**src/rtl/core/aas3d_pkg.sv**
```systemverilog
// aas3d_pkg: shared widths, register indexes and stream word types
// for the 3D avoidance step block. No dependencies.
`timescale 1ns / 1ps
`default_nettype none
package aas3d_pkg;
  localparam int CW = 24;
  localparam int RW = 23;
  localparam int SW = 16;
  localparam int DW = CW + 1;
  localparam int QW = 2 * DW + 2;
  localparam int NW = DW + 1;
  localparam int PW = SW + DW;
  localparam int IW = 3;

  typedef enum logic [IW-1:0] {
    REG_GOAL_X = 3'd0, REG_GOAL_Y = 3'd1, REG_GOAL_Z = 3'd2,
    REG_START_X = 3'd3, REG_START_Y = 3'd4, REG_START_Z = 3'd5,
    REG_SPEED = 3'd6, REG_RADIUS = 3'd7
  } reg_idx_e;

  typedef struct packed {
    logic signed [CW-1:0] other_x;
    logic signed [CW-1:0] other_y;
    logic signed [CW-1:0] other_z;
    logic [RW-1:0]        other_radius;
  } in_word_t;

  typedef struct packed {
    logic signed [CW-1:0] new_x;
    logic signed [CW-1:0] new_y;
    logic signed [CW-1:0] new_z;
    logic                 avoided;
  } out_word_t;

  typedef struct packed {
    logic [3:0]  index;
    logic [31:0] data;
  } cfg_word_t;
endpackage
`default_nettype wire

```
**src/rtl/core/aas3d_if.sv**
```systemverilog
// aas3d_if: valid/ready stream interfaces for input, output and config words.
// Depends on aas3d_pkg.
`timescale 1ns / 1ps
`default_nettype none
interface aas3d_in_if;
  logic valid;
  logic ready;
  aas3d_pkg::in_word_t data;
  modport source (output valid, output data, input ready);
  modport sink (input valid, input data, output ready);
endinterface

interface aas3d_out_if;
  logic valid;
  logic ready;
  aas3d_pkg::out_word_t data;
  modport source (output valid, output data, input ready);
  modport sink (input valid, input data, output ready);
endinterface

interface aas3d_cfg_if;
  logic valid;
  logic ready;
  aas3d_pkg::cfg_word_t data;
  modport source (output valid, output data, input ready);
  modport sink (input valid, input data, output ready);
endinterface
`default_nettype wire

```
**src/rtl/core/aas3d_sqacc.sv**
```systemverilog
// aas3d_sqacc: bit-serial squarer-accumulator, one multiplier bit per cycle.
// Accumulates a*a into a wide sum. Depends on aas3d_pkg.
`timescale 1ns / 1ps
`default_nettype none
module aas3d_sqacc (
  input  wire logic                   clk_i,
  input  wire logic                   rst_ni,
  input  wire logic                   clear_i,
  input  wire logic                   load_i,
  input  wire logic [aas3d_pkg::DW-1:0] mag_i,
  output logic                        busy_o,
  output logic [aas3d_pkg::QW-1:0]    acc_o
);
  localparam int CNW = $clog2(aas3d_pkg::DW + 1);
  logic [aas3d_pkg::DW-1:0] m_q;
  logic [aas3d_pkg::QW-1:0] sh_q, acc_q;
  logic [CNW-1:0] cnt_q;

  always_ff @(posedge clk_i or negedge rst_ni) begin
    if (!rst_ni) begin
      cnt_q <= '0;
    end else if (load_i) begin
      cnt_q <= CNW'(aas3d_pkg::DW);
    end else if (cnt_q != '0) begin
      cnt_q <= cnt_q - 1'b1;
    end
  end

  always_ff @(posedge clk_i) begin
    if (clear_i) begin
      acc_q <= '0;
    end else if (cnt_q != '0 && m_q[0]) begin
      acc_q <= acc_q + sh_q;
    end
    if (load_i) begin
      m_q  <= mag_i;
      sh_q <= aas3d_pkg::QW'(mag_i);
    end else if (cnt_q != '0) begin
      m_q  <= m_q >> 1;
      sh_q <= sh_q << 1;
    end
  end

  assign busy_o = cnt_q != '0 || load_i;
  assign acc_o  = acc_q;
endmodule
`default_nettype wire

```
**src/rtl/core/aas3d_sqrt.sv**
```systemverilog
// aas3d_sqrt: restoring square root, one result bit per cycle.
// Depends on aas3d_pkg.
`timescale 1ns / 1ps
`default_nettype none
module aas3d_sqrt (
  input  wire logic                   clk_i,
  input  wire logic                   rst_ni,
  input  wire logic                   start_i,
  input  wire logic [aas3d_pkg::QW-1:0] s_i,
  output logic                        busy_o,
  output logic [aas3d_pkg::NW-1:0]    root_o
);
  localparam int CNW = $clog2(aas3d_pkg::NW + 1);
  logic [aas3d_pkg::QW-1:0] s_q;
  logic [aas3d_pkg::NW+1:0] rem_q;
  logic [aas3d_pkg::NW-1:0] root_q;
  logic [CNW-1:0] cnt_q;
  logic [aas3d_pkg::NW+1:0] rem_sh, trial;

  assign rem_sh = {rem_q[aas3d_pkg::NW-1:0], s_q[aas3d_pkg::QW-1 -: 2]};
  assign trial  = {root_q, 2'b01};

  always_ff @(posedge clk_i or negedge rst_ni) begin
    if (!rst_ni) begin
      cnt_q <= '0;
    end else if (start_i) begin
      cnt_q <= CNW'(aas3d_pkg::NW);
    end else if (cnt_q != '0) begin
      cnt_q <= cnt_q - 1'b1;
    end
  end

  always_ff @(posedge clk_i) begin
    if (start_i) begin
      s_q    <= s_i;
      rem_q  <= '0;
      root_q <= '0;
    end else if (cnt_q != '0) begin
      s_q <= s_q << 2;
      if (rem_sh >= trial) begin
        rem_q  <= rem_sh - trial;
        root_q <= {root_q[aas3d_pkg::NW-2:0], 1'b1};
      end else begin
        rem_q  <= rem_sh;
        root_q <= {root_q[aas3d_pkg::NW-2:0], 1'b0};
      end
    end
  end

  assign busy_o = cnt_q != '0 || start_i;
  assign root_o = root_q;
endmodule
`default_nettype wire

```
**src/rtl/core/aas3d_div.sv**
```systemverilog
// aas3d_div: bit-serial product and restoring divide, floor(speed*m/norm).
// Shift-add multiply then one quotient bit per cycle. Depends on aas3d_pkg.
`timescale 1ns / 1ps
`default_nettype none
module aas3d_div (
  input  wire logic                    clk_i,
  input  wire logic                    rst_ni,
  input  wire logic                    start_i,
  input  wire logic [aas3d_pkg::SW-1:0]  speed_i,
  input  wire logic [aas3d_pkg::DW-1:0]  mag_i,
  input  wire logic [aas3d_pkg::NW-1:0]  norm_i,
  output logic                         busy_o,
  output logic [aas3d_pkg::PW-1:0]     quo_o
);
  localparam int MC  = aas3d_pkg::SW;
  localparam int DC  = aas3d_pkg::PW;
  localparam int CNW = $clog2(MC + DC + 1);
  logic [CNW-1:0] cnt_q;
  logic [aas3d_pkg::SW-1:0] m_q;
  logic [aas3d_pkg::PW-1:0] p_q, sh_q, n_q, quo_q;
  logic [aas3d_pkg::NW-1:0] d_q;
  logic [aas3d_pkg::NW:0] rem_q, rem_sh;
  logic mul_ph;

  assign mul_ph = cnt_q > CNW'(DC);
  assign rem_sh = {rem_q[aas3d_pkg::NW-1:0], n_q[aas3d_pkg::PW-1]};

  always_ff @(posedge clk_i or negedge rst_ni) begin
    if (!rst_ni) begin
      cnt_q <= '0;
    end else if (start_i) begin
      cnt_q <= CNW'(MC + DC);
    end else if (cnt_q != '0) begin
      cnt_q <= cnt_q - 1'b1;
    end
  end

  always_ff @(posedge clk_i) begin
    if (start_i) begin
      m_q   <= speed_i;
      sh_q  <= aas3d_pkg::PW'(mag_i);
      p_q   <= '0;
      d_q   <= norm_i;
      rem_q <= '0;
      quo_q <= '0;
    end else if (cnt_q != '0) begin
      if (mul_ph) begin
        if (m_q[0]) p_q <= p_q + sh_q;
        m_q  <= m_q >> 1;
        sh_q <= sh_q << 1;
        if (cnt_q == CNW'(DC + 1)) n_q <= m_q[0] ? p_q + sh_q : p_q;
      end else begin
        n_q <= n_q << 1;
        if (rem_sh >= {1'b0, d_q}) begin
          rem_q <= rem_sh - {1'b0, d_q};
          quo_q <= {quo_q[aas3d_pkg::PW-2:0], 1'b1};
        end else begin
          rem_q <= rem_sh;
          quo_q <= {quo_q[aas3d_pkg::PW-2:0], 1'b0};
        end
      end
    end
  end

  assign busy_o = cnt_q != '0 || start_i;
  assign quo_o  = quo_q;
endmodule
`default_nettype wire

```
**src/rtl/core/agent_avoidance_step_3d.sv**
```systemverilog
// agent_avoidance_step_3d: top level, sequencer, position state, config.
// Depends on aas3d_pkg, aas3d_if, aas3d_sqacc, aas3d_sqrt, aas3d_div.
//
// Usage: in_i carries other agent words (x, y, z, radius); out_o returns one
// word per input: new position and the avoided flag. cfg_i writes registers
// by index (goal xyz, start xyz, speed, radius); a start write also loads
// that coordinate of the position. Indexes beyond 7 are ignored.
// One word is processed at a time. The sequencer squares the three distance
// components on the bit-serial squarer, then the radius sum, compares, squares
// the three direction components, takes the square root, runs the three serial
// multiply-divides, updates the position and registers the result. When the
// direction has zero length the divides and the update are skipped. The next
// word is accepted once the sequencer is back in idle. The result sits in an
// output register; a stalled receiver holds it, and a following result waits
// in the sequencer until it is accepted. Reset loads position and goal to
// zero, speed 512, radius 3840. Config is taken only while idle.
`timescale 1ns / 1ps
`default_nettype none
module agent_avoidance_step_3d (
  input  wire logic clk_i,
  input  wire logic rst_ni,
  aas3d_in_if.sink    in_i,
  aas3d_out_if.source out_o,
  aas3d_cfg_if.sink   cfg_i
);
  localparam int CW = aas3d_pkg::CW;
  localparam int DW = aas3d_pkg::DW;

  typedef enum logic [8:0] {
    S_IDLE = 9'b000000001, S_DSQ = 9'b000000010, S_RSQ = 9'b000000100,
    S_VSQ  = 9'b000001000, S_SQRT = 9'b000010000, S_DIV = 9'b000100000,
    S_UPD  = 9'b001000000, S_OUT = 9'b010000000, S_WAIT = 9'b100000000
  } state_e;

  state_e state_q, state_d;
  logic signed [CW-1:0] goal_q [3];
  logic signed [CW-1:0] pos_q [3];
  logic [aas3d_pkg::SW-1:0] speed_q;
  logic [aas3d_pkg::RW-1:0] rad_q;
  logic signed [DW-1:0] d_q [3];
  logic signed [DW-1:0] v_q [3];
  logic [aas3d_pkg::RW:0] rsum_q;
  logic [aas3d_pkg::QW-1:0] dsq_q;
  logic avoid_q;
  logic [1:0] k_q;
  logic started_q;
  logic [aas3d_pkg::PW-1:0] quo_q [3];
  logic [aas3d_pkg::NW-1:0] norm_q;
  aas3d_pkg::out_word_t out_q;
  logic out_v_q;

  logic sq_clear, sq_load, sq_busy;
  logic [DW-1:0] sq_mag;
  logic [aas3d_pkg::QW-1:0] sq_acc;
  logic rt_start, rt_busy;
  logic [aas3d_pkg::NW-1:0] rt_root;
  logic dv_start, dv_busy;
  logic [aas3d_pkg::PW-1:0] dv_quo;
  logic in_fire, cfg_fire;

  function automatic logic [DW-1:0] mag_f(input logic signed [DW-1:0] v);
    mag_f = v[DW-1] ? DW'(-v) : DW'(v);
  endfunction

  function automatic logic signed [CW-1:0] sat_f(input logic signed [CW-1:0] p,
      input logic neg, input logic [aas3d_pkg::PW-1:0] q);
    logic signed [aas3d_pkg::PW+1:0] r;
    r = neg ? (aas3d_pkg::PW+2)'(p) - $signed({2'b00, q})
            : (aas3d_pkg::PW+2)'(p) + $signed({2'b00, q});
    if (r > $signed((aas3d_pkg::PW+2)'({1'b0, {(CW-1){1'b1}}})))
      sat_f = {1'b0, {(CW-1){1'b1}}};
    else if (r < -((aas3d_pkg::PW+2)'(1) <<< (CW-1))) sat_f = {1'b1, {(CW-1){1'b0}}};
    else sat_f = r[CW-1:0];
  endfunction

  assign in_i.ready  = state_q == S_IDLE;
  assign cfg_i.ready = state_q == S_IDLE;
  assign in_fire  = in_i.valid && in_i.ready;
  assign cfg_fire = cfg_i.valid && cfg_i.ready;

  always_comb begin
    unique case (k_q)
      2'd0:    sq_mag = state_q == S_VSQ ? mag_f(v_q[0]) : mag_f(d_q[0]);
      2'd1:    sq_mag = state_q == S_VSQ ? mag_f(v_q[1]) : mag_f(d_q[1]);
      default: sq_mag = state_q == S_VSQ ? mag_f(v_q[2]) : mag_f(d_q[2]);
    endcase
    if (state_q == S_RSQ) sq_mag = DW'(rsum_q);
  end

  assign sq_clear = (state_q == S_IDLE) || (state_q == S_RSQ && !started_q)
                 || (state_q == S_VSQ && !started_q && k_q == 2'd0);
  assign sq_load  = !started_q && (state_q == S_DSQ || state_q == S_RSQ
                 || state_q == S_VSQ);
  assign rt_start = state_q == S_SQRT && !started_q;
  assign dv_start = state_q == S_DIV && !started_q;

  aas3d_sqacc u_sqacc (.clk_i, .rst_ni, .clear_i(sq_clear), .load_i(sq_load),
    .mag_i(sq_mag), .busy_o(sq_busy), .acc_o(sq_acc));
  aas3d_sqrt u_sqrt (.clk_i, .rst_ni, .start_i(rt_start), .s_i(sq_acc),
    .busy_o(rt_busy), .root_o(rt_root));
  aas3d_div u_div (.clk_i, .rst_ni, .start_i(dv_start), .speed_i(speed_q),
    .mag_i(k_q == 2'd0 ? mag_f(v_q[0]) : k_q == 2'd1 ? mag_f(v_q[1]) : mag_f(v_q[2])),
    .norm_i(norm_q), .busy_o(dv_busy), .quo_o(dv_quo));

  always_comb begin
    state_d = state_q;
    unique case (state_q)
      S_IDLE: if (in_fire) state_d = S_DSQ;
      S_DSQ:  if (started_q && !sq_busy && k_q == 2'd2) state_d = S_RSQ;
      S_RSQ:  if (started_q && !sq_busy) state_d = S_WAIT;
      S_WAIT: state_d = S_VSQ;
      S_VSQ:  if (started_q && !sq_busy && k_q == 2'd2) state_d = S_SQRT;
      S_SQRT: if (started_q && !rt_busy) state_d = rt_root == '0 ? S_OUT : S_DIV;
      S_DIV:  if (started_q && !dv_busy && k_q == 2'd2) state_d = S_UPD;
      S_UPD:  state_d = S_OUT;
      S_OUT:  if (!out_v_q || out_o.ready) state_d = S_IDLE;
      default: state_d = S_IDLE;
    endcase
  end

  always_ff @(posedge clk_i or negedge rst_ni) begin
    if (!rst_ni) begin
      state_q   <= S_IDLE;
      started_q <= 1'b0;
      k_q       <= '0;
      out_v_q   <= 1'b0;
      speed_q   <= aas3d_pkg::SW'(512);
      rad_q     <= aas3d_pkg::RW'(3840);
      for (int i = 0; i < 3; i++) begin
        goal_q[i] <= '0;
        pos_q[i]  <= '0;
      end
    end else begin
      state_q <= state_d;
      if (state_d != state_q) begin
        started_q <= 1'b0;
        k_q <= '0;
      end else if ((state_q == S_DSQ || state_q == S_VSQ || state_q == S_RSQ)) begin
        if (!started_q) started_q <= 1'b1;
        else if (!sq_busy) begin
          started_q <= 1'b0;
          k_q <= k_q + 1'b1;
        end
      end else if (state_q == S_DIV) begin
        if (!started_q) started_q <= 1'b1;
        else if (!dv_busy) begin
          started_q <= 1'b0;
          k_q <= k_q + 1'b1;
        end
      end else if (state_q == S_SQRT) begin
        started_q <= 1'b1;
      end
      if (state_q == S_OUT && state_d == S_IDLE) out_v_q <= 1'b1;
      else if (out_v_q && out_o.ready) out_v_q <= 1'b0;
      if (state_q == S_UPD) begin
        for (int i = 0; i < 3; i++) pos_q[i] <= sat_f(pos_q[i], v_q[i][DW-1], quo_q[i]);
      end
      if (cfg_fire && !cfg_i.data.index[3]) begin
        unique case (aas3d_pkg::reg_idx_e'(cfg_i.data.index[2:0]))
          aas3d_pkg::REG_GOAL_X:  goal_q[0] <= cfg_i.data.data[CW-1:0];
          aas3d_pkg::REG_GOAL_Y:  goal_q[1] <= cfg_i.data.data[CW-1:0];
          aas3d_pkg::REG_GOAL_Z:  goal_q[2] <= cfg_i.data.data[CW-1:0];
          aas3d_pkg::REG_START_X: pos_q[0]  <= cfg_i.data.data[CW-1:0];
          aas3d_pkg::REG_START_Y: pos_q[1]  <= cfg_i.data.data[CW-1:0];
          aas3d_pkg::REG_START_Z: pos_q[2]  <= cfg_i.data.data[CW-1:0];
          aas3d_pkg::REG_SPEED:   speed_q   <= cfg_i.data.data[aas3d_pkg::SW-1:0];
          aas3d_pkg::REG_RADIUS:  rad_q     <= cfg_i.data.data[aas3d_pkg::RW-1:0];
          default: ;
        endcase
      end
    end
  end

  always_ff @(posedge clk_i) begin
    if (in_fire) begin
      d_q[0] <= DW'(in_i.data.other_x) - DW'(pos_q[0]);
      d_q[1] <= DW'(in_i.data.other_y) - DW'(pos_q[1]);
      d_q[2] <= DW'(in_i.data.other_z) - DW'(pos_q[2]);
      rsum_q <= {1'b0, rad_q} + {1'b0, in_i.data.other_radius};
    end
    if (state_q == S_RSQ && !started_q) dsq_q <= sq_acc;
    if (state_q == S_WAIT) begin
      avoid_q <= dsq_q < sq_acc;
      if (dsq_q < sq_acc) begin
        v_q[0] <= -d_q[1];
        v_q[1] <= d_q[0];
        v_q[2] <= '0;
      end else begin
        for (int i = 0; i < 3; i++) v_q[i] <= DW'(goal_q[i]) - DW'(pos_q[i]);
      end
    end
    if (state_q == S_SQRT && started_q && !rt_busy) norm_q <= rt_root;
    if (state_q == S_DIV && started_q && !dv_busy) quo_q[k_q] <= dv_quo;
    if (state_q == S_OUT && state_d == S_IDLE) begin
      out_q.new_x   <= pos_q[0];
      out_q.new_y   <= pos_q[1];
      out_q.new_z   <= pos_q[2];
      out_q.avoided <= avoid_q;
    end
  end

  assign out_o.valid = out_v_q;
  assign out_o.data  = out_q;

  a_one_hot: assert property (@(posedge clk_i) disable iff (!rst_ni) $onehot(state_q))
    else $error("state not one-hot");
  a_no_in_busy: assert property (@(posedge clk_i) disable iff (!rst_ni)
    (state_q != S_IDLE) |-> !in_i.ready) else $error("ready while busy");
  a_out_hold: assert property (@(posedge clk_i) disable iff (!rst_ni)
    (out_v_q && !out_o.ready) |=> out_v_q) else $error("result dropped");
endmodule
`default_nettype wire
```
**src/flat_wrapper.sv**
```systemverilog
// flat-port wrapper written by rule: the top's interface ports become plain ports
module agent_avoidance_step_3d_flat 
  (clk_i, rst_ni, in_i_valid, in_i_data, in_i_ready, out_o_valid, out_o_data, out_o_ready, cfg_i_valid, cfg_i_data, cfg_i_ready);
  aas3d_in_if in_i_i ();
  aas3d_out_if out_o_i ();
  aas3d_cfg_if cfg_i_i ();
  input  wire logic clk_i;
  input  wire logic rst_ni;
  input wire logic [$bits(in_i_i.valid)-1:0] in_i_valid;
  input wire logic [$bits(in_i_i.data)-1:0] in_i_data;
  output wire logic [$bits(in_i_i.ready)-1:0] in_i_ready;
  output wire logic [$bits(out_o_i.valid)-1:0] out_o_valid;
  output wire logic [$bits(out_o_i.data)-1:0] out_o_data;
  input wire logic [$bits(out_o_i.ready)-1:0] out_o_ready;
  input wire logic [$bits(cfg_i_i.valid)-1:0] cfg_i_valid;
  input wire logic [$bits(cfg_i_i.data)-1:0] cfg_i_data;
  output wire logic [$bits(cfg_i_i.ready)-1:0] cfg_i_ready;
  assign in_i_i.valid = in_i_valid;
  assign in_i_i.data = in_i_data;
  assign in_i_ready = in_i_i.ready;
  assign out_o_valid = out_o_i.valid;
  assign out_o_data = out_o_i.data;
  assign out_o_i.ready = out_o_ready;
  assign cfg_i_i.valid = cfg_i_valid;
  assign cfg_i_i.data = cfg_i_data;
  assign cfg_i_ready = cfg_i_i.ready;
  agent_avoidance_step_3d u_core (.clk_i(clk_i), .rst_ni(rst_ni), .in_i(in_i_i), .out_o(out_o_i), .cfg_i(cfg_i_i));
endmodule
```
**config.mk**
```make
export PLATFORM = sky130hd
export DESIGN_NAME = agent_avoidance_step_3d_flat
export DESIGN_NICKNAME = d
export VERILOG_FILES = /design/src/rtl/core/aas3d_pkg.sv /design/src/rtl/core/aas3d_if.sv /design/src/rtl/core/aas3d_sqacc.sv /design/src/rtl/core/aas3d_sqrt.sv /design/src/rtl/core/aas3d_div.sv /design/src/rtl/core/agent_avoidance_step_3d.sv /design/src/flat_wrapper.sv
export SDC_FILE = /design/constraint.sdc
export NUM_CORES = 2
export LEC_CHECK = 0
export ABC_AREA = 1
export CELL_PAD_IN_SITES_DETAIL_PLACEMENT = 0
export CELL_PAD_IN_SITES_GLOBAL_PLACEMENT = 1
export CORE_ASPECT_RATIO = 1.2
export CORE_MARGIN = 2
export CORE_UTILIZATION = 45
export CTS_BUF_LIST = sky130_fd_sc_hd__clkbuf_16
export CTS_CLUSTER_DIAMETER = 40
export CTS_CLUSTER_SIZE = 8
export DETAILED_ROUTE_END_ITERATION = 7
export DONT_BUFFER_PORTS = 1
export GPL_TIMING_DRIVEN = 0
export PLACE_DENSITY = 0.78
export SYNTH_ARGS = -nofsm -noshare
export SYNTH_HDL_FRONTEND = slang
export SYNTH_SLANG_ARGS = --single-unit
```
**constraint.sdc**
```tcl
create_clock -name clk_i -period 16 [get_ports clk_i]
set_input_delay 3.2 -clock clk_i [delete_from_list [all_inputs] [get_ports clk_i]]
set_output_delay 3.2 -clock clk_i [all_outputs]
set_load 0.02 [all_outputs]
```
## Word-level counts from Yosys, hierarchy flattened

Memories as Yosys holds them, arrays and structs flattened.
Cells that the tools add are included.
Widths: inputs -> output; s select.

- Bits in writable memories: 273
- Word-level logic and storage cells: 260
- Output and inout port bits: 76
- Register bits after elaboration: 853
- Memories kept: 3
- Input bits: 136

- Mux-type cells: 91
- Equality and inequality tests: 24
- Reductions and logical operators: 61
- Add/sub/neg operators: 27
- $lt $le $gt $ge: 10
- Bitwise gates (word level): 5

Memories:

| name | words | bits a word | rd ports | clocked after memory_dff | wr ports | line | source |
|---|---|---|---|---|---|---|---|
| u_core.quo_q | 3 | 41 | 3 | 0 | 1 | agent_avoidance_step_3d.sv:47 | `logic [aas3d_pkg::PW-1:0] quo_q [3];` |
| u_core.d_q | 3 | 25 | 3 | 0 | 3 | agent_avoidance_step_3d.sv:40 | `logic signed [DW-1:0] d_q [3];` |
| u_core.v_q | 3 | 25 | 3 | 0 | 3 | agent_avoidance_step_3d.sv:41 | `logic signed [DW-1:0] v_q [3];` |

Operator list:

| operator | number |
|---|---|
| $mux 25 | 22 |
| $mux 24 | 9 |
| $neg 25->25 | 6 |
| $sub 24x24->25 | 6 |
| $mux 72 | 2 |
| $add 24x42->43 | 3 |
| $gt 43x24->1 const B | 3 |
| $lt 43x24->1 const B | 3 |
| $mux 43 | 3 |
| $sub 24x42->43 | 3 |
| $mux 41 | 3 |
| $mux 52 | 2 |
| $pmux 9 s9 | 1 |
| $mux 9 | 7 |
| $add 52x52->52 | 1 |
| $lt 52x52->1 | 1 |
| $mux 26 | 2 |
| $sub 26x26->26 | 2 |
| $pmux 25 s2 | 1 |
| $mux 16 | 3 |
| $add 41x41->41 | 1 |
| $ge 28x28->1 | 1 |
| $ge 27x26->1 | 1 |
| $logic_not 26->1 | 1 |
| other kinds (43) | 131 |

## Depth between registers and ports, before layout

- Depth after elaboration: 13
- Depth in mapped cells: 37
- Mapped depth without buffers: 36

## By module

From an unflattened synthesis, not the netlist that was laid out.

- Cell total of the unflattened synthesis: 11509
- Area total of the unflattened synthesis: 81738.4 µm²

By module, submodules not included:

| module | sequential area each (µm²) | cells an instance | instances | area an instance (µm²) |
|---|---|---|---|---|
| agent_avoidance_step_3d | 18395.1 | 6908 | 1 | 50983.9 |
| aas3d_div | 5875.6 | 2111 | 1 | 14532.7 |
| aas3d_sqacc | 3208.1 | 1561 | 1 | 9676.8 |
| aas3d_sqrt | 2727.6 | 929 | 1 | 6545.0 |

## Least setup slack after synthesis

No wires, ideal clock.

- Kind: register to register
- From: reg u_core.state_q[7]
- To: mem u_core.v_q[0][2] (netlist bit) (data pin)
- Data arrival time: 7.868 ns
- Period minus slack after synthesis: 8.135 ns
- Path slack: 7.865 ns
- Data required time: 15.733 ns
- Path buffers: 1
- Stages on the path, launching flop included: 10
- Cells stage by stage: dfrtp_1 nor2_1 inv_1 nor2_1 inv_1 nor3_1 nand2_1 clkinv_1 clkbuf_1 o21ai_0

RTL lines:

| element | line | source |
|---|---|---|
| start, declared | agent_avoidance_step_3d.sv:35 | `state_e state_q, state_d;` |
| start signal, assigned | agent_avoidance_step_3d.sv:134 | `state_q <= state_d;` |
| end, declared | agent_avoidance_step_3d.sv:41 |  |

==> flow_summary.rst <==
.. list-table::
   :header-rows: 1

   * - Metric
     - Value
   * - Overall die area
     - 174000 µm²
   * - Synthesized area per cell
     - 7.511 µm²
   * - Die boundary width
     - between 300 and 400 µm
   * - Drt via density
     - 5.533
   * - Reg2Reg Setup Slack
     - about 8800 ps
   * - Cell type contributing the most total cell area after synthesis
     - edfxtp_1
   * - Total routed wirelength
     - just over 300000 µm
   * - Clock-pin slew reported for the worst setup and hold paths after clock tree synthesis
     - ~50 ps
   * - Post-synthesis sequential area ratio
     - between 30% and 40%
   * - Global-route usage over all layers
     - 34.85%
   * - Startpoint of the tightest hold check path
     - u_core.norm_q[16]$_DFFE_PP_
   * - Portion of synthesized cell area occupied by the leading cell type
     - about a quarter
   * - Initial DRC count
     - between 5000 and 6000
   * - Antenna violations before repair
     - 56
   * - GPL Wtd Cong
     - between 1 and 1.5
   * - Rel. slew slack
     - approximately 6.5%
   * - Number of global-route vias before repair
     - roughly 69000
   * - Number of setup buffers added after CTS
     - 0
   * - Power density of the placed cells
     - 165.6 nW/µm²
   * - Outcome
     - finished, final reports clean
   * - Post-synthesis instance area
     - roughly 77000 µm²
   * - Cell count after placement
     - 12520
   * - Final clock skew
     - a little over 80 ps
   * - Maximum fanout count along the critical path
     - 10
   * - Vert. Die Dim
     - 456.5 µm
   * - Sinks on Clock Net
     - between 1000 and 1500
   * - Startpoint Class
     - flop
   * - Register bit count reported by yosys
     - ~1100
   * - I/O pins
     - around 210
   * - Final worst hold slack
     - approximately 380 ps
   * - DRC errors left
     - 0
   * - Worst slack at placement
     - around 8800 ps
   * - Nets@finish
     - between 10000 and 15000
   * - Hold-fix buffers, CTS
     - 0
   * - Final setup violating endpoints
     - 0
   * - Type of the most critical hold path
     - flop to flop
   * - Share of post-route cells with drive strength above 1
     - 4.704%
   * - Top-count cell post-synth
     - nand2_1
   * - Count of flip-flops with a built-in enable after synthesis
     - between 600 and 700
   * - Switching power of the nets
     - about 6.1 mW
   * - Worst Reg2Reg Path Length in Cells
     - 25
   * - FF-to-FF End
     - u_core.pos_q[4]$_DFF_PN0_
   * - Final number of max-transition violations
     - 0
   * - Clock group share of total power
     - about 28%
   * - Switching share of total power
     - 42.80%
   * - Worst endpoint required time
     - around 17000 ps
   * - Number of search-and-repair iterations in the first detailed-routing pass
     - 6
   * - Total vias in the final route
     - slightly above 70000
   * - Leading cell types by count after synthesis
     - 2545 x nand2_1, 1337 x inv_1, 1035 x nor2_1
   * - Half-perimeter wire length after detailed placement
     - ~250000 µm
   * - Part of the power in combinational logic
     - a little over two fifths
   * - Buffers added on ports
     - 0
   * - Final Total Pwr
     - between 10 and 15 mW
   * - Area of the placeable core
     - ~170000 µm²
   * - Growth of design area from synthesis to finish
     - 12.60%
   * - Period utilization
     - around 45%
   * - Slew of the pin with the lowest slew margin
     - 1397 ps
   * - Worst Slack Setup Final
     - 8804 ps
   * - Deepest clock path buffer count
     - 3
   * - Proportion of register bits with asynchronous set or reset after synthesis
     - a little under a fifth
   * - Most used flip-flop cell after synthesis
     - edfxtp_1
   * - Final hold violation count
     - 0
   * - Aggregate negative setup slack
     - 0 ps
   * - Shortest clock period the worst path allows after layout
     - about 7000 ps
   * - Worst Setup Path Type
     - flop to flop
   * - Reg power frac
     - 30.7%
   * - H-tree level count
     - 4
   * - Critical path data arrival time
     - between 7000 and 8000 ps
   * - Achievable frequency
     - 139.0 MHz
   * - Worst R2R Start
     - u_core.v_q[0][74]$_SDFFCE_PN0P_
   * - Initial Util
     - between 40% and 50%
   * - CTS tree
     - yes
   * - Hold-critical path endpoint
     - u_core.u_div.d_q[16]$_DFFE_PP_
   * - Synth cell types
     - 69
   * - Root cell of the clock tree
     - clkbuf_16
   * - GR Overflow Total
     - 0
   * - Max-cap check violation count
     - 0
   * - Placement row count
     - around 170
   * - WL per Instance
     - 23.95 µm
   * - Number of warnings issued by yosys
     - 0
   * - Max IR drop VDD
     - 106.7 µV
   * - Clock latency reported for the late side of the worst-skew pair
     - roughly 870 ps
   * - Net count after synthesis
     - about 11000
   * - Number of buffers added by the clock tree synthesis step
     - 193
   * - Largest net degree at the start of global routing
     - 213
   * - Pleak
     - 40.28 nW
   * - Category of the worst setup path capture point
     - flop
   * - Top post-synthesis cells by area
     - edfxtp_1 26%, nand2_1 12%, ha_1 8.3%
   * - Synthesized netlist cell count
     - around 10000
   * - Setup repair after global routing missed its margin
     - false
   * - Source of the critical timing path
     - u_core.v_q[0][74]$_SDFFCE_PN0P_
   * - Number of resized instances in the post-cts repair step
     - 0
   * - First-pass GRT wire length
     - between 400000 and 500000 µm
   * - Internal Power
     - 8.189 mW
   * - Number of cells in the finished layout apart from fillers
     - 12910
   * - Number of cells traversed by the worst hold path
     - 0
   * - DRT antenna net count
     - 0
## through the flow
| stage | area (µm²) | utilization (%) |
|---|---|---|
| finish | 86470 | 50.83 |
| floorplan | 76790 | - |
| global route | 86420 | 50.80 |
| CTS | 86370 | 50.77 |
| global placement | 79630 | 46.81 |
| detailed placement | 80050 | 47.06 |
## power by group through the flow
stage | logic (mW) | clock network (mW) | registers, mW
finish | 5.97 | 3.96 | 4.39
global route | 6.67 | 4.13 | 4.41
CTS | 5.92 | 4.00 | 4.36
detailed placement | 5.88 | 0 | 4.41
global placement | 5.82 | 0 | 4.42
floorplan | 4.24 | 0 | 4.04
## cell families after synthesis
family | count (synthesis) | synth area share, %
AND/OR/NAND/NOR | 4403 | 23.45
AO/OA/AOI/OAI | 2093 | 15.14
buffers and inverters | 1604 | 8.013
flip-flops | 1126 | 39.34
adder cells (fa/ha/maj) | 520 | 8.600
XOR/XNOR | 477 | 5.450
multiplexers | 1 | 0.01304
## final cells by class
type                            count  area [µm²]
Antenna cell                       38       95.09
Buffer                            254        1094
Clock buffer                      196        4905
Clock inverter                    165        1418
Fill cell                       16810       83640
Inverter                         1350        5067
Multi-Input combinational cell   7494       40500
Sequential cell                  1126       30210
Tap cell                         2268        2838
Timing Repair Buffer               23       344.1
## cell usage in the layout (no fill, tap or decap), types with 40 or more instances in the layout
| master | n |
|---|---|
| nor4_1 | 43 |
| o21bai_1 | 47 |
| o211ai_1 | 59 |
| o21ai_0 | 767 |
| nor2_1 | 1028 |
| clkbuf_1 | 184 |
| a31oi_1 | 91 |
| nand2_1 | 2544 |
| ha_1 | 507 |
| nand3_1 | 405 |
| dfxtp_1 | 255 |
| a21oi_1 | 829 |
| edfxtp_1 | 659 |
| clkbuf_16 | 196 |
| xnor2_1 | 144 |
| inv_1 | 1421 |
| xor2_1 | 332 |
| dfrtp_1 | 206 |
| nand4_1 | 112 |
| a21o_1 | 40 |
| nor3_1 | 132 |
## sequential cells by signal, summed over array words and instances, names as in the netlist, 41 cells and up
signal	flops
u_core.u_div.n_q	41
u_core.pos_q	72
u_core.quo_q	123
u_core.u_sqrt.s_q	52
u_core.u_sqacc.sh_q	52
u_core.out_o.data	73
u_core.u_div.quo_o	41
u_core.u_div.sh_q	41
u_core.goal_q	72
u_core.u_sqacc.acc_o	52
u_core.v_q	75
u_core.dsq_q	52
u_core.u_div.p_q	41
u_core.d_q	75
## worst max-delay path, stage by stage (launching register included)
cell and delay [ps]:
edfxtp_1 420, inv_1 280, clkbuf_1 800, clkbuf_1 830
buf_1 580, clkbuf_1 580, o21ai_0 220, xor2_1 660
ha_1 440, nand2_1 190, inv_1 60, a21oi_1 230
o21bai_1 130, a21oi_1 230, nand2_1 120, nand2_1 70
nand2_1 70, xnor2_1 240, nand2_1 80, nor2_1 180
nand2_1 100, nand2_2 140, buf_4 180, nand2_1 60
nand2_1 90, a21oi_2 60
## metal layers
metal,wire length (µm),GRT usage (%)
met5,233,0
met4,25170,24.70
met3,18150,6.194
met2,146000,58.57
met1,119700,40.06
## worst max path at each step
stage	endpoint	slack (ps)	cells past startpoint
after floorplan	u_core.v_q[0][2]$_DFFE_PP_	7870	9
after global placement	u_core.v_q[0][6]$_DFFE_PP_	1350	10
after detailed placement	u_core.pos_q[6]$_DFF_PN0_	8840	25
after CTS	u_core.pos_q[4]$_DFF_PN0_	8810	25
after global routing	u_core.pos_q[4]$_DFF_PN0_	8410	25
final	u_core.pos_q[4]$_DFF_PN0_	8800	25
(Power assumes the default switching activity.)
